**config.mk**
```make
export PLATFORM = sky130hd
export DESIGN_NAME = json_string_unescaper_unit_flat
export DESIGN_NICKNAME = d
export VERILOG_FILES = /design/src/hw/rtl/jsu_pkg.sv /design/src/hw/rtl/jsu_in_if.sv /design/src/hw/rtl/jsu_out_if.sv /design/src/hw/rtl/json_string_unescaper_unit.sv /design/src/hw/rtl/jsu_step.sv /design/src/flat_wrapper.sv
export SDC_FILE = /design/constraint.sdc
export NUM_CORES = 1
export LEC_CHECK = 0
export ABC_AREA = 1
export BUFFER_PORTS_ARGS = -buffer_cell sky130_fd_sc_hd__buf_2
export CAP_MARGIN = 5
export CORE_UTILIZATION = 44
export CTS_CLUSTER_SIZE = 14
export DETAILED_ROUTE_END_ITERATION = 10
export PLACE_DENSITY = 0.65
export RECOVER_POWER = 100
export SETUP_SLACK_MARGIN = 0.15
export SYNTH_ARGS = -nofsm -noshare
export SYNTH_HDL_FRONTEND = slang
export SYNTH_SLANG_ARGS = --single-unit
```
**constraint.sdc**
```tcl
create_clock -name clk -period 3.2 [get_ports clk]
set_clock_uncertainty 0.05 [all_clocks]
set_input_delay 0.64 -clock clk [delete_from_list [all_inputs] [get_ports clk]]
set_output_delay 0.64 -clock clk [all_outputs]
set_load 0.02 [all_outputs]
```
**src/hw/rtl/jsu_pkg.sv**
```systemverilog
// ----------------------------------------------------------------------------
// jsu_pkg
// Shared types, code unit constants and state codes for the JSON string
// unescaper.
// ----------------------------------------------------------------------------
`default_nettype none

package jsu_pkg;

	localparam int unsigned UNIT_W   = 16;
	localparam int unsigned STATUS_W = 2;
	localparam int unsigned MODE_W   = 2;
	localparam int unsigned HCNT_W   = 2;
	localparam int unsigned HACC_W   = 12;

	// code units
	localparam logic [UNIT_W-1:0] CU_QUOTE  = 16'h0022;
	localparam logic [UNIT_W-1:0] CU_BSLASH = 16'h005C;
	localparam logic [UNIT_W-1:0] CU_SLASH  = 16'h002F;
	localparam logic [UNIT_W-1:0] CU_LC_B   = 16'h0062;
	localparam logic [UNIT_W-1:0] CU_LC_F   = 16'h0066;
	localparam logic [UNIT_W-1:0] CU_LC_N   = 16'h006E;
	localparam logic [UNIT_W-1:0] CU_LC_R   = 16'h0072;
	localparam logic [UNIT_W-1:0] CU_LC_T   = 16'h0074;
	localparam logic [UNIT_W-1:0] CU_LC_U   = 16'h0075;
	localparam logic [UNIT_W-1:0] CU_BS     = 16'h0008;
	localparam logic [UNIT_W-1:0] CU_FF     = 16'h000C;
	localparam logic [UNIT_W-1:0] CU_LF     = 16'h000A;
	localparam logic [UNIT_W-1:0] CU_CR     = 16'h000D;
	localparam logic [UNIT_W-1:0] CU_TAB    = 16'h0009;

	// result status
	localparam logic [STATUS_W-1:0] ST_CHAR = 2'd0;
	localparam logic [STATUS_W-1:0] ST_DONE = 2'd1;
	localparam logic [STATUS_W-1:0] ST_ERR  = 2'd2;

	// parser modes
	localparam logic [MODE_W-1:0] MODE_IDLE = 2'd0;
	localparam logic [MODE_W-1:0] MODE_STR  = 2'd1;
	localparam logic [MODE_W-1:0] MODE_ESC  = 2'd2;
	localparam logic [MODE_W-1:0] MODE_HEX  = 2'd3;

	localparam logic [HCNT_W-1:0] HCNT_LAST = 2'd3;

	typedef struct packed {
		logic [UNIT_W-1:0] code_unit;
		logic              starts_string;
		logic              final_unit;
	} item_t;

	typedef struct packed {
		logic [UNIT_W-1:0]   decoded_unit;
		logic [STATUS_W-1:0] status;
	} result_t;

	typedef struct packed {
		logic [MODE_W-1:0] mode;
		logic [HCNT_W-1:0] hex_count;
		logic [HACC_W-1:0] hex_accum;
	} parse_state_t;

	localparam parse_state_t STATE_RESET = '{
		mode:      MODE_IDLE,
		hex_count: '0,
		hex_accum: '0
	};

	// {is_hex, nibble}
	function automatic logic [4:0] hex_digit(input logic [UNIT_W-1:0] u);
		logic [4:0] r;
		r = '0;
		if (u >= 16'h0030 && u <= 16'h0039) begin
			r = {1'b1, u[3:0]};
		end else if ((u >= 16'h0061 && u <= 16'h0066) ||
		             (u >= 16'h0041 && u <= 16'h0046)) begin
			r = {1'b1, u[3:0] + 4'd9};
		end
		return r;
	endfunction

endpackage

`default_nettype wire

```
**src/hw/rtl/jsu_in_if.sv**
```systemverilog
// ----------------------------------------------------------------------------
// jsu_in_if
// Valid/ready channel carrying one code unit request with its markers.
// ----------------------------------------------------------------------------
`default_nettype none

interface jsu_in_if;
	logic                      valid;
	logic                      ready;
	logic [jsu_pkg::UNIT_W-1:0] code_unit;
	logic                      starts_string;
	logic                      final_unit;

	modport source (output valid, output code_unit, output starts_string,
		output final_unit, input ready);
	modport sink (input valid, input code_unit, input starts_string,
		input final_unit, output ready);
endinterface

`default_nettype wire

```
**src/hw/rtl/jsu_out_if.sv**
```systemverilog
// ----------------------------------------------------------------------------
// jsu_out_if
// Valid/ready channel carrying one decoded unit or string status request.
// ----------------------------------------------------------------------------
`default_nettype none

interface jsu_out_if;
	logic                        valid;
	logic                        ready;
	logic [jsu_pkg::UNIT_W-1:0]   decoded_unit;
	logic [jsu_pkg::STATUS_W-1:0] status;

	modport source (output valid, output decoded_unit, output status, input ready);
	modport sink (input valid, input decoded_unit, input status, output ready);
endinterface

`default_nettype wire

```
**src/hw/rtl/json_string_unescaper_unit.sv**
```systemverilog
// ----------------------------------------------------------------------------
// json_string_unescaper_unit
// Decodes quoted JSON strings one 16-bit code unit per request.
//
// Channels: text (sink) takes code_unit with starts_string and final_unit;
// result (source) gives decoded_unit with status (0 unit, 1 string closed,
// 2 malformed or truncated). A unit that produces nothing (opening quote,
// backslash, u, leading hex digits, units outside a string) gives no result.
// A unit taken into the input register is decoded from there, and its
// result is held in the result register, which drives result.
// Throughput: one unit per cycle while result does not stall, set by the
// parser state update between the input register and the result register.
// When result stalls, one unit waits in the input register while the held
// result is pending; text.ready drops only when both are full.
// Reset clears both registers and returns the parser to idle, waiting for
// a unit marked starts_string.
// ----------------------------------------------------------------------------
`default_nettype none

module json_string_unescaper_unit (
	input  wire        clk,
	input  wire        arst_n,
	jsu_in_if.sink     text,
	jsu_out_if.source  result
);

	logic                  valid_s1;
	jsu_pkg::item_t        item_s1;
	jsu_pkg::parse_state_t state_q;
	jsu_pkg::parse_state_t state_d;
	logic                  step_valid;
	jsu_pkg::result_t      step_res;
	logic                  res_valid_q;
	jsu_pkg::result_t      res_q;
	logic                  advance;

	assign advance    = valid_s1 && (!res_valid_q || result.ready);
	assign text.ready = !valid_s1 || advance;

	always_ff @(posedge clk or negedge arst_n) begin
		if (!arst_n) begin
			valid_s1 <= 1'b0;
		end else if (text.ready) begin
			valid_s1 <= text.valid;
		end
	end

	always_ff @(posedge clk) begin
		if (text.valid && text.ready) begin
			item_s1 <= '{code_unit: text.code_unit, starts_string: text.starts_string,
				final_unit: text.final_unit};
		end
	end

	jsu_step u_step (
		.state      (state_q),
		.item       (item_s1),
		.state_next (state_d),
		.res_valid  (step_valid),
		.res        (step_res)
	);

	always_ff @(posedge clk or negedge arst_n) begin
		if (!arst_n) begin
			state_q     <= jsu_pkg::STATE_RESET;
			res_valid_q <= 1'b0;
		end else if (advance) begin
			state_q     <= state_d;
			res_valid_q <= step_valid;
		end else if (result.ready) begin
			res_valid_q <= 1'b0;
		end
	end

	always_ff @(posedge clk) begin
		if (advance && step_valid) begin
			res_q <= step_res;
		end
	end

	assign result.valid        = res_valid_q;
	assign result.decoded_unit = res_q.decoded_unit;
	assign result.status       = res_q.status;

endmodule

`default_nettype wire

```
**src/hw/rtl/jsu_step.sv**
```systemverilog
// ----------------------------------------------------------------------------
// jsu_step
// Next-state and result logic for one code unit of the unescaper.
// ----------------------------------------------------------------------------
`default_nettype none

module jsu_step (
	input  jsu_pkg::parse_state_t state,
	input  jsu_pkg::item_t        item,
	output jsu_pkg::parse_state_t state_next,
	output logic                  res_valid,
	output jsu_pkg::result_t      res
);

	logic [jsu_pkg::UNIT_W-1:0] u;
	logic                       last;
	logic [4:0]                 hd;
	logic                       emit;
	logic [jsu_pkg::UNIT_W-1:0] emit_val;

	assign u    = item.code_unit;
	assign last = item.final_unit;
	assign hd   = jsu_pkg::hex_digit(u);

	always_comb begin
		state_next = state;
		res_valid  = 1'b0;
		res        = '{decoded_unit: '0, status: jsu_pkg::ST_ERR};
		emit       = 1'b0;
		emit_val   = u;

		if (item.starts_string) begin
			state_next = jsu_pkg::STATE_RESET;
			if (u != jsu_pkg::CU_QUOTE || last) begin
				res_valid = 1'b1;
			end else begin
				state_next.mode = jsu_pkg::MODE_STR;
			end
		end else begin
			unique case (state.mode)
				jsu_pkg::MODE_IDLE: begin
				end
				jsu_pkg::MODE_STR: begin
					if (u == jsu_pkg::CU_QUOTE) begin
						state_next.mode = jsu_pkg::MODE_IDLE;
						res_valid       = 1'b1;
						res.status      = jsu_pkg::ST_DONE;
					end else if (u == jsu_pkg::CU_BSLASH) begin
						if (last) begin
							state_next = jsu_pkg::STATE_RESET;
							res_valid  = 1'b1;
						end else begin
							state_next.mode = jsu_pkg::MODE_ESC;
						end
					end else begin
						emit = 1'b1;
					end
				end
				jsu_pkg::MODE_ESC: begin
					if (u == jsu_pkg::CU_LC_U) begin
						state_next = jsu_pkg::STATE_RESET;
						if (last) begin
							res_valid = 1'b1;
						end else begin
							state_next.mode = jsu_pkg::MODE_HEX;
						end
					end else begin
						emit = 1'b1;
						unique case (u)
							jsu_pkg::CU_LC_B: emit_val = jsu_pkg::CU_BS;
							jsu_pkg::CU_LC_F: emit_val = jsu_pkg::CU_FF;
							jsu_pkg::CU_LC_N: emit_val = jsu_pkg::CU_LF;
							jsu_pkg::CU_LC_R: emit_val = jsu_pkg::CU_CR;
							jsu_pkg::CU_LC_T: emit_val = jsu_pkg::CU_TAB;
							jsu_pkg::CU_SLASH: emit_val = jsu_pkg::CU_SLASH;
							default: emit_val = u;
						endcase
					end
				end
				jsu_pkg::MODE_HEX: begin
					if (!hd[4]) begin
						state_next = jsu_pkg::STATE_RESET;
						res_valid  = 1'b1;
					end else if (state.hex_count == jsu_pkg::HCNT_LAST) begin
						state_next.hex_count = '0;
						state_next.hex_accum = '0;
						emit     = 1'b1;
						emit_val = {state.hex_accum, hd[3:0]};
					end else if (last) begin
						state_next = jsu_pkg::STATE_RESET;
						res_valid  = 1'b1;
					end else begin
						state_next.hex_accum = {state.hex_accum[jsu_pkg::HACC_W-5:0], hd[3:0]};
						state_next.hex_count = state.hex_count + 2'd1;
					end
				end
				default: begin
					state_next.mode = jsu_pkg::MODE_IDLE;
				end
			endcase
		end

		if (emit) begin
			res_valid = 1'b1;
			if (last) begin
				state_next = jsu_pkg::STATE_RESET;
			end else begin
				state_next.mode  = jsu_pkg::MODE_STR;
				res.decoded_unit = emit_val;
				res.status       = jsu_pkg::ST_CHAR;
			end
		end
	end

endmodule

`default_nettype wire

```
**src/flat_wrapper.sv**
```systemverilog
// flat-port wrapper written by rule: the top's interface ports become plain ports
module json_string_unescaper_unit_flat 
  (clk, arst_n, text_valid, text_code_unit, text_starts_string, text_final_unit, text_ready, result_valid, result_decoded_unit, result_status, result_ready);
  jsu_in_if text_i ();
  jsu_out_if result_i ();
  input  wire clk;
  input  wire arst_n;
  input wire logic [$bits(text_i.valid)-1:0] text_valid;
  input wire logic [$bits(text_i.code_unit)-1:0] text_code_unit;
  input wire logic [$bits(text_i.starts_string)-1:0] text_starts_string;
  input wire logic [$bits(text_i.final_unit)-1:0] text_final_unit;
  output wire logic [$bits(text_i.ready)-1:0] text_ready;
  output wire logic [$bits(result_i.valid)-1:0] result_valid;
  output wire logic [$bits(result_i.decoded_unit)-1:0] result_decoded_unit;
  output wire logic [$bits(result_i.status)-1:0] result_status;
  input wire logic [$bits(result_i.ready)-1:0] result_ready;
  assign text_i.valid = text_valid;
  assign text_i.code_unit = text_code_unit;
  assign text_i.starts_string = text_starts_string;
  assign text_i.final_unit = text_final_unit;
  assign text_ready = text_i.ready;
  assign result_valid = result_i.valid;
  assign result_decoded_unit = result_i.decoded_unit;
  assign result_status = result_i.status;
  assign result_i.ready = result_ready;
  json_string_unescaper_unit u_core (.clk(clk), .arst_n(arst_n), .text(text_i), .result(result_i));
endmodule
```
==> reports/results.tsv, run 1 <==
stage	metric	value	unit
worst_setup_path	CP required	3.21	ns
die	die area	8510	sq um
sta	Setup-failing EPs final	0	
yosys	register area share after synthesis	42.8	%
worst_setup_path	Cell Chain, Critical Path	inv_1 -> ha_1 -> inv_1 -> nor3_2 -> nand4_1 -> nand3_1 -> nand2_1 -> inv_2 -> nand2_1 -> nand2_1 -> nand2_2 -> o21ai_0 -> inv_2 -> buf_4	
cts	clk root buf	clkbuf_8	
place	Port Buf Inserts	41	
grt	gr usage total	22.5	%
cts	Num CTS Buffers	5	
power_and_ir_drop	VDD IR max	261	uV
sta	post-route clock period utilization	89.6	%
worst_setup_path	startpoint types	flip-flop	
grt	antenna violations before repair	0	
place	GPL Wtd Cong	0.889	
worst_setup_path	CP max stage cell	edfxtp_1	
worst_setup_path	crit end category	flip-flop	
final_layout	Net count, final	550	
yosys	syn avg cell area	7.45	sq um
drt	vias per cell	5.40	
place	DP HPWL	6600	um
final_layout	number of antenna diodes	0	
sta	Final TNS setup	0	ns
yosys	Ys Warns	0	
cts	Skew-Pair Late Insertion Delay	0.31	ns
flow_run	max-cap violation count	0	
die	I/O pin count	42	
cts	CTS Buffer Depth	2	
final_layout	layout cells sized above 1	11.5	%
yosys	Seq cells post-synth	54	
sta	Final Max Tran Viols	0	
cts	CTS tree	yes	
yosys	Mapped Nets	512	
drt	final wirelength	9250	um
drt	drt first pass iters	5	
min_path	Hold Crit Class	input port to asynchronous set/reset pin	
yosys	synthesized area	3580	sq um
yosys	Distinct cells, synth	31	
worst_setup_path	Worst Path Arrival	2.88	ns
worst_setup_path	CP max stage delay	0.51	ns
grt	number of global-route vias before repair	3094	
worst_setup_path	CP dominant cell by count	nand2_1	
drt	WL per Instance	14.9	um
worst_setup_path	CP Class	flip-flop to flip-flop	
drt	ANT nets after route	0	
drt	# DRC	0	
cts	clock sink total	54	
worst_setup_path	Buf+Inv Stages, Crit Path	5	
die	Die Span Y	92.2	um
sta	fmax	0.349	GHz
grt	total gr overflow	0	
drt	initial drt markers	322	
die	Std-Cell Rows	32	
run_status	outcome	completed	
drt	vias post-DR	3359	
final_layout	fill count	781	
die	starting density of the core	45.9	%
worst_setup_path	CP Max Fanout	18	
cts	clk slew on worst S/H paths	0.11	ns
sta	min cycle time layout	2.87	ns
power_and_ir_drop	PwrDens	371	nW/um^2
die	Core ar.	7810	sq um
sta	Final Hold Viols	0	
grt	global-route wire length before repair	15100	um
grt	largest net degree at the start of global routing	27	
sta	Slew HR	36.4	%
sta	unrepaired setup endpoints after global routing	no	
sta	hold_ws	0.394	ns
die	Die X	92.2	um
sta	Worst-Margin Slew	0.954	ns
final_layout	Area Growth Syn to Fin	10.4	%
power_and_ir_drop	P_leak	1.69	nW
worst_setup_path	delay-heaviest family, CP	simple AND/OR/NAND/NOR gates	
yosys	Syn Inst Count	481	
cts	H-tree levels	2	
[cells by family (layout without fill, tap and decap cells)]
kind of cell             Yosys count  after routing  share of synthesized area, %
XOR/XNOR                           1              1                         0.245
adder cells (fa/ha/maj)            9              9                          3.14
AND/OR/NAND/NOR                  271            271                          34.3
flip-flops                        54             54                          42.8
buffers and inverters             66            105                          7.93
AO/OA/AOI/OAI                     80             80                          11.6
[worst paths after layout]
kind	start	endpoint	slack (ns)	cells after the start
setup / recovery	u_core.item_s1[2]	u_core.result.decoded_unit[3]	0.33	14
hold / removal	arst_n	u_core.state_q[13]	0.39	1
setup reg to reg	u_core.item_s1[2]	u_core.result.decoded_unit[3]	0.33	14
hold reg to reg	u_core.state_q[7]	u_core.state_q[7]	0.44	2
max in group asynchronous	arst_n	u_core.state_q[11]	2.13	1
min in group clk	u_core.state_q[7]	u_core.state_q[7]	0.44	2
[synthesized netlist by cell type]
cell type,n,area (sq um)
nand2_4,1,11.3
nor2_4,2,22.5
nor2_2,1,6.26
nand2_1,146,548
buf_6,3,33.8
clkbuf_1,11,41.3
nand4_1,7,43.8
o22ai_1,5,31.3
nand3b_1,2,15.0
inv_1,40,150
inv_2,5,18.8
nand3_1,68,340
nand3_2,3,30.0
nor2_1,25,93.8
o211ai_1,2,15.0
o21ai_0,21,105
buf_1,2,7.51
nor3_2,3,30.0
buf_4,3,22.5
ha_1,9,113
nor3_1,3,15.0
a21oi_1,44,220
o31ai_1,1,7.51
xor2_1,1,8.76
edfxtp_1,36,1080
nand2_2,9,56.3
a31oi_1,1,6.26
dfrtp_1,18,450
nand3_4,1,17.5
buf_2,2,10.0
o21ai_1,6,30.0
[metal layers]
metal | part of all wire [%] | global-route usage, % | up-vias
li1 | - | - | 1684
met3 | 5.8 | 2.99 | 19
met2 | 46 | 36.3 | 138
met5 | 0 | 0 | -
met4 | 2.4 | 8.07 | 0
met1 | 46 | 31.0 | 1518
[final cells by class]
| cell class | instances | area (sq um) | share of cell area (%) |
|---|---|---|---|
| sequential | 54 | 1530 | 38.7 |
| multi-input combinational | 361 | 1750 | 44.3 |
| inverter | 45 | 169 | 4.27 |
| tap | 102 | 128 | 3.23 |
| clock buffer | 5 | 68.8 | 1.74 |
| timing repair buffer | 52 | 259 | 6.55 |
| clock inverter | 3 | 47.5 | 1.20 |
[where the power goes]
group | internal, mW | leakage, nW | switching [mW]
combinational | 0.0447 | 1.04 | 0.123
clock | 0.239 | 0.0591 | 0.252
sequential | 0.782 | 0.591 | 0.0277
[placed cells by master (no fill, tap or decap), types with 2 or more instances in the layout]
cell type,count
buf_4,11
nand3_2,4
inv_1,39
inv_6,2
clkbuf_8,5
ha_1,9
inv_2,6
clkbuf_1,23
o21ai_1,6
nand3b_1,2
edfxtp_1,36
nand2_1,149
o22ai_1,5
nor3_1,3
nor2_4,2
a21oi_1,44
nand2_2,6
o211ai_1,2
buf_2,18
nor3_2,3
dfrtp_1,18
o21ai_0,21
nor2_1,25
nand3_1,68
nand4_1,7
[flip-flops by register name (all words and copies together), names as in the netlist]
register,count
u_core.item_s1,18
u_core.result.decoded_unit,16
u_core.result.status,2
u_core.result.valid,1
u_core.state_q,16
u_core.valid_s1,1
[repair_timing]
| action | 4_1_cts | 5_1_grt |
|---|---|---|
| endpoints found under the setup margin | 0 | 18 |
| resized for setup | 0 | 1 |
| hold buffers | 0 | 0 |
| setup buffers | 0 | 1 |
[stage by stage]
stage          instances  worst slack [ns]  area (sq um)  util [%]  total power [mW]
6_report             622             0.334          3960      50.7              1.47
5_1_grt              622             0.112          3960      50.7              1.53
4_1_cts              621             0.220          3990      51.1              1.48
3_5_place_dp         613             0.250          3870      49.6             0.995
3_3_place_gp         613             0.386          3870      49.6             0.995
2_1_floorplan        481             0.704          3580         -             0.929
No activity file was read; power rests on OpenSTA's default activity.
==> run 2, diff against run 1 <==
- SYNTH_HIERARCHICAL: default -> 1
==> run 2 against run 1 <==
Net effect: synthesized cell count grew 16%; utilization is 1.4 points lower; combinational power up 11%; sequential share of layout area fell by 3.2 points; non-clock buffer count is 3 higher; via count increased by 16%; flip-flop and latch count unchanged; register-to-register slack worse by 0.04 ns; wire length rose by 19%; sequential power is 0.9% higher; highest routed layer unchanged.
==> reports/results.tsv, run 2 <==
stage	metric	value	unit
run_status	outcome	completed	
final_layout	most frequent cells in the layout	157 x nand2_1, 62 x inv_1, 55 x nand3_1	
sta	Final WS setup	0.298	ns
cts	Num CTS Buffers	5	
sta	post-route clock period utilization	90.7	%
yosys	register area share after synthesis	38.4	%
die	die area	9440	sq um
die	I/O pin count	42	
worst_setup_path	startpoint types	flip-flop	
min_path	Hold Crit Class	input port to asynchronous set/reset pin	
yosys	Syn Inst Count	560	
die	Die Span Y	97.2	um
yosys	top-area cell type share of the netlist area	27.1	%
cts	CTS Buffer Depth	2	
die	Std-Cell Rows	34	
place	GPL Wtd Cong	0.981	
yosys	Mapped Nets	588	
grt	global-route wire length before repair	18100	um
worst_setup_path	Worst Path Arrival	2.87	ns
cts	clk slew on worst S/H paths	0.11	ns
die	starting density of the core	45.5	%
final_layout	FF+latch area	1530	sq um
die	Core ar.	8760	sq um
yosys	Distinct cells, synth	40	
grt	largest net degree at the start of global routing	25	
place	Port Buf Inserts	41	
cts	clock sink total	54	
yosys	top cells by area, synth	edfxtp_1 27%, nand2_1 15%, dfrtp_1 11%, nand3_1 6.9%, inv_1 5.8%	
worst_setup_path	CP dominant cell by count	nand2_1	
sta	Setup-failing EPs final	0	
sta	unrepaired setup endpoints after global routing	no	
drt	vias per cell	5.53	
worst_setup_path	delay-heaviest family, CP	simple AND/OR/NAND/NOR gates	
sta	fmax	0.345	GHz
worst_setup_path	CP Max Fanout	18	
yosys	post-synth top area cell	edfxtp_1	
power_and_ir_drop	VDD IR max	208	uV
drt	drt first pass iters	5	
power_and_ir_drop	total power	1.40	mW
die	Die X	97.2	um
place	DP HPWL	8380	um
worst_setup_path	crit end category	flip-flop	
cts	Skew-Pair Late Insertion Delay	0.31	ns
final_layout	Net count, final	621	
yosys	Ys Warns	6	
power_and_ir_drop	PwrDens	325	nW/um^2
drt	vias post-DR	3883	
final_layout	Area Growth Syn to Fin	8.35	%
grt	total gr overflow	0	
yosys	top cells by instance count after synthesis	156 x nand2_1, 62 x inv_1, 55 x nand3_1	
worst_setup_path	Buf+Inv Stages, Crit Path	2	
drt	initial drt markers	314	
place	DP Area	4250	sq um
grt	gr usage total	23.9	%
place	post-place setup slack	0.301	ns
final_layout	number of flip-flops under the largest register name	18	
sta	Worst-Margin Slew	1.01	ns
power_and_ir_drop	P_leak	1.96	nW
final_layout	multi-input logic area	2030	sq um
yosys	count leader, synth	nand2_1	
worst_setup_path	Cell Chain, Critical Path	nor2_1 -> nand2_1 -> nor2_4 -> nand2_1 -> nand3_4 -> nand3_2 -> nand2_1 -> nor2_1 -> a21boi_1 -> inv_1 -> nor2_2 -> buf_6	
yosys	Synth async-reset ratio	33.3	%
final_layout	commonest non-fill, non-tap cell in the layout	nand2_1	
flow_run	max-cap violation count	0	
worst_setup_path	CP Class	flip-flop to flip-flop	
yosys	Top FF cell, synth	edfxtp_1	
worst_setup_path	CP max stage delay	0.47	ns
yosys	syn avg cell area	7.11	sq um
cts	CTS Hold Buffers Added	0	
cts	H-tree levels	2	
yosys	Seq cells post-synth	54	
yosys	number of synthesized flops with an enable pin	36	
grt	number of global-route vias before repair	3477	
final_layout	Reg with most FFs	u_core/item_s1	
sta	min cycle time layout	2.90	ns
final_layout	layout cells sized above 1	11.3	%
final_layout	number of antenna diodes	0	
sta	Final Max Tran Viols	0	
sta	Final Hold Viols	0	
drt	WL per Instance	15.7	um
cts	clk root buf	clkbuf_8	
drt	ANT nets after route	0	
worst_setup_path	CP required	3.17	ns
final_layout	fin area	4320	sq um
yosys	synthesized area	3980	sq um
sta	Final TNS setup	0	ns
grt	antenna violations before repair	0	
cts	CTS tree	yes	
drt	final wirelength	11000	um
final_layout	fill count	905	
worst_setup_path	CP max stage cell	edfxtp_1	
drt	# DRC	0	
sta	Slew HR	32.3	%
run 2: changes by cell type in the layout (fill, tap and decap cells not counted), sizes merged, moves of 3 or more:
cell and change:
a21oi -3, buf +5, ha -3, inv +19, nand2 +6, nand3 -14, nand4 +20, nor2 +31
o211ai +4, o21ai +4, o22ai -5
run 2: stage by stage:
step / utilization, % / instances / hold WS, ns
after floorplan: - / 560 / 0.294
final: 49.3 / 702 / 0.415
after global routing: 49.3 / 702 / 0.416
after detailed placement: 48.5 / 693 / 0.436
after CTS: 49.6 / 701 / 0.198
after global placement: 48.5 / 693 / 0.432
run 2: kinds of logic after synthesis:
kind of cell | synth area share (%)
flip-flops | 38.4
AO/OA/AOI/OAI | 11.5
XOR/XNOR | 0.660
buffers and inverters | 10.5
adder cells (fa/ha/maj) | 1.88
AND/OR/NAND/NOR | 37.0
run 2: cell type report:
type / count / area share (%)
Timing Repair Buffer: 55 / 6.67
Sequential cell: 54 / 35.5
Clock buffer: 5 / 1.59
Tap cell: 108 / 3.13
Multi-Input combinational cell: 412 / 47.0
Clock inverter: 3 / 0.522
Inverter: 65 / 5.65
run 2: what timing repair did:
action | CTS | global route
endpoints found under the setup margin | 0 | 18
gates resized for setup | 0 | 3
setup buffers | 0 | 1
run 2: final timing paths:
kind | slack (ns) | from | endpoint | depth (start not counted)
min in group clk | 0.44 | text_final_unit | u_core/item_s1[0] | 1
hold / removal | 0.42 | arst_n | u_core/result.valid | 1
setup / recovery | 0.30 | u_core/item_s1[15] | u_core/result.decoded_unit[14] | 12
hold reg to reg | 0.47 | u_core/state_q[4] | u_core/state_q[4] | 2
max in group asynchronous | 2.08 | arst_n | u_core/state_q[0] | 1
setup reg to reg | 0.30 | u_core/item_s1[15] | u_core/result.decoded_unit[14] | 12
run 2: routing by layer:
metal / wire length (um) / global-route usage [%]
met1: 5180 / 35.8
met2: 4900 / 36.7
met3: 770 / 3.24
met4: 148 / 5.28
met5: 0 / 0
run 2: report_power, final:
part	switching [mW]	internal (mW)	leakage, nW
logic	0.135	0.0507	1.31
clock network	0.240	0.159	0.0489
registers	0.0386	0.779	0.594
total	0.414	0.988	1.96
run 2: worst register-to-register path: stages, from the launching register on:
cell and delay [ns]:
edfxtp_1 0.47, nor2_1 0.34, nand2_1 0.17, nor2_4 0.22, nand2_1 0.23, nand3_4 0.24
nand3_2 0.13, nand2_1 0.18, nor2_1 0.06, a21boi_1 0.14, inv_1 0.07, nor2_2 0.11
buf_6 0.20
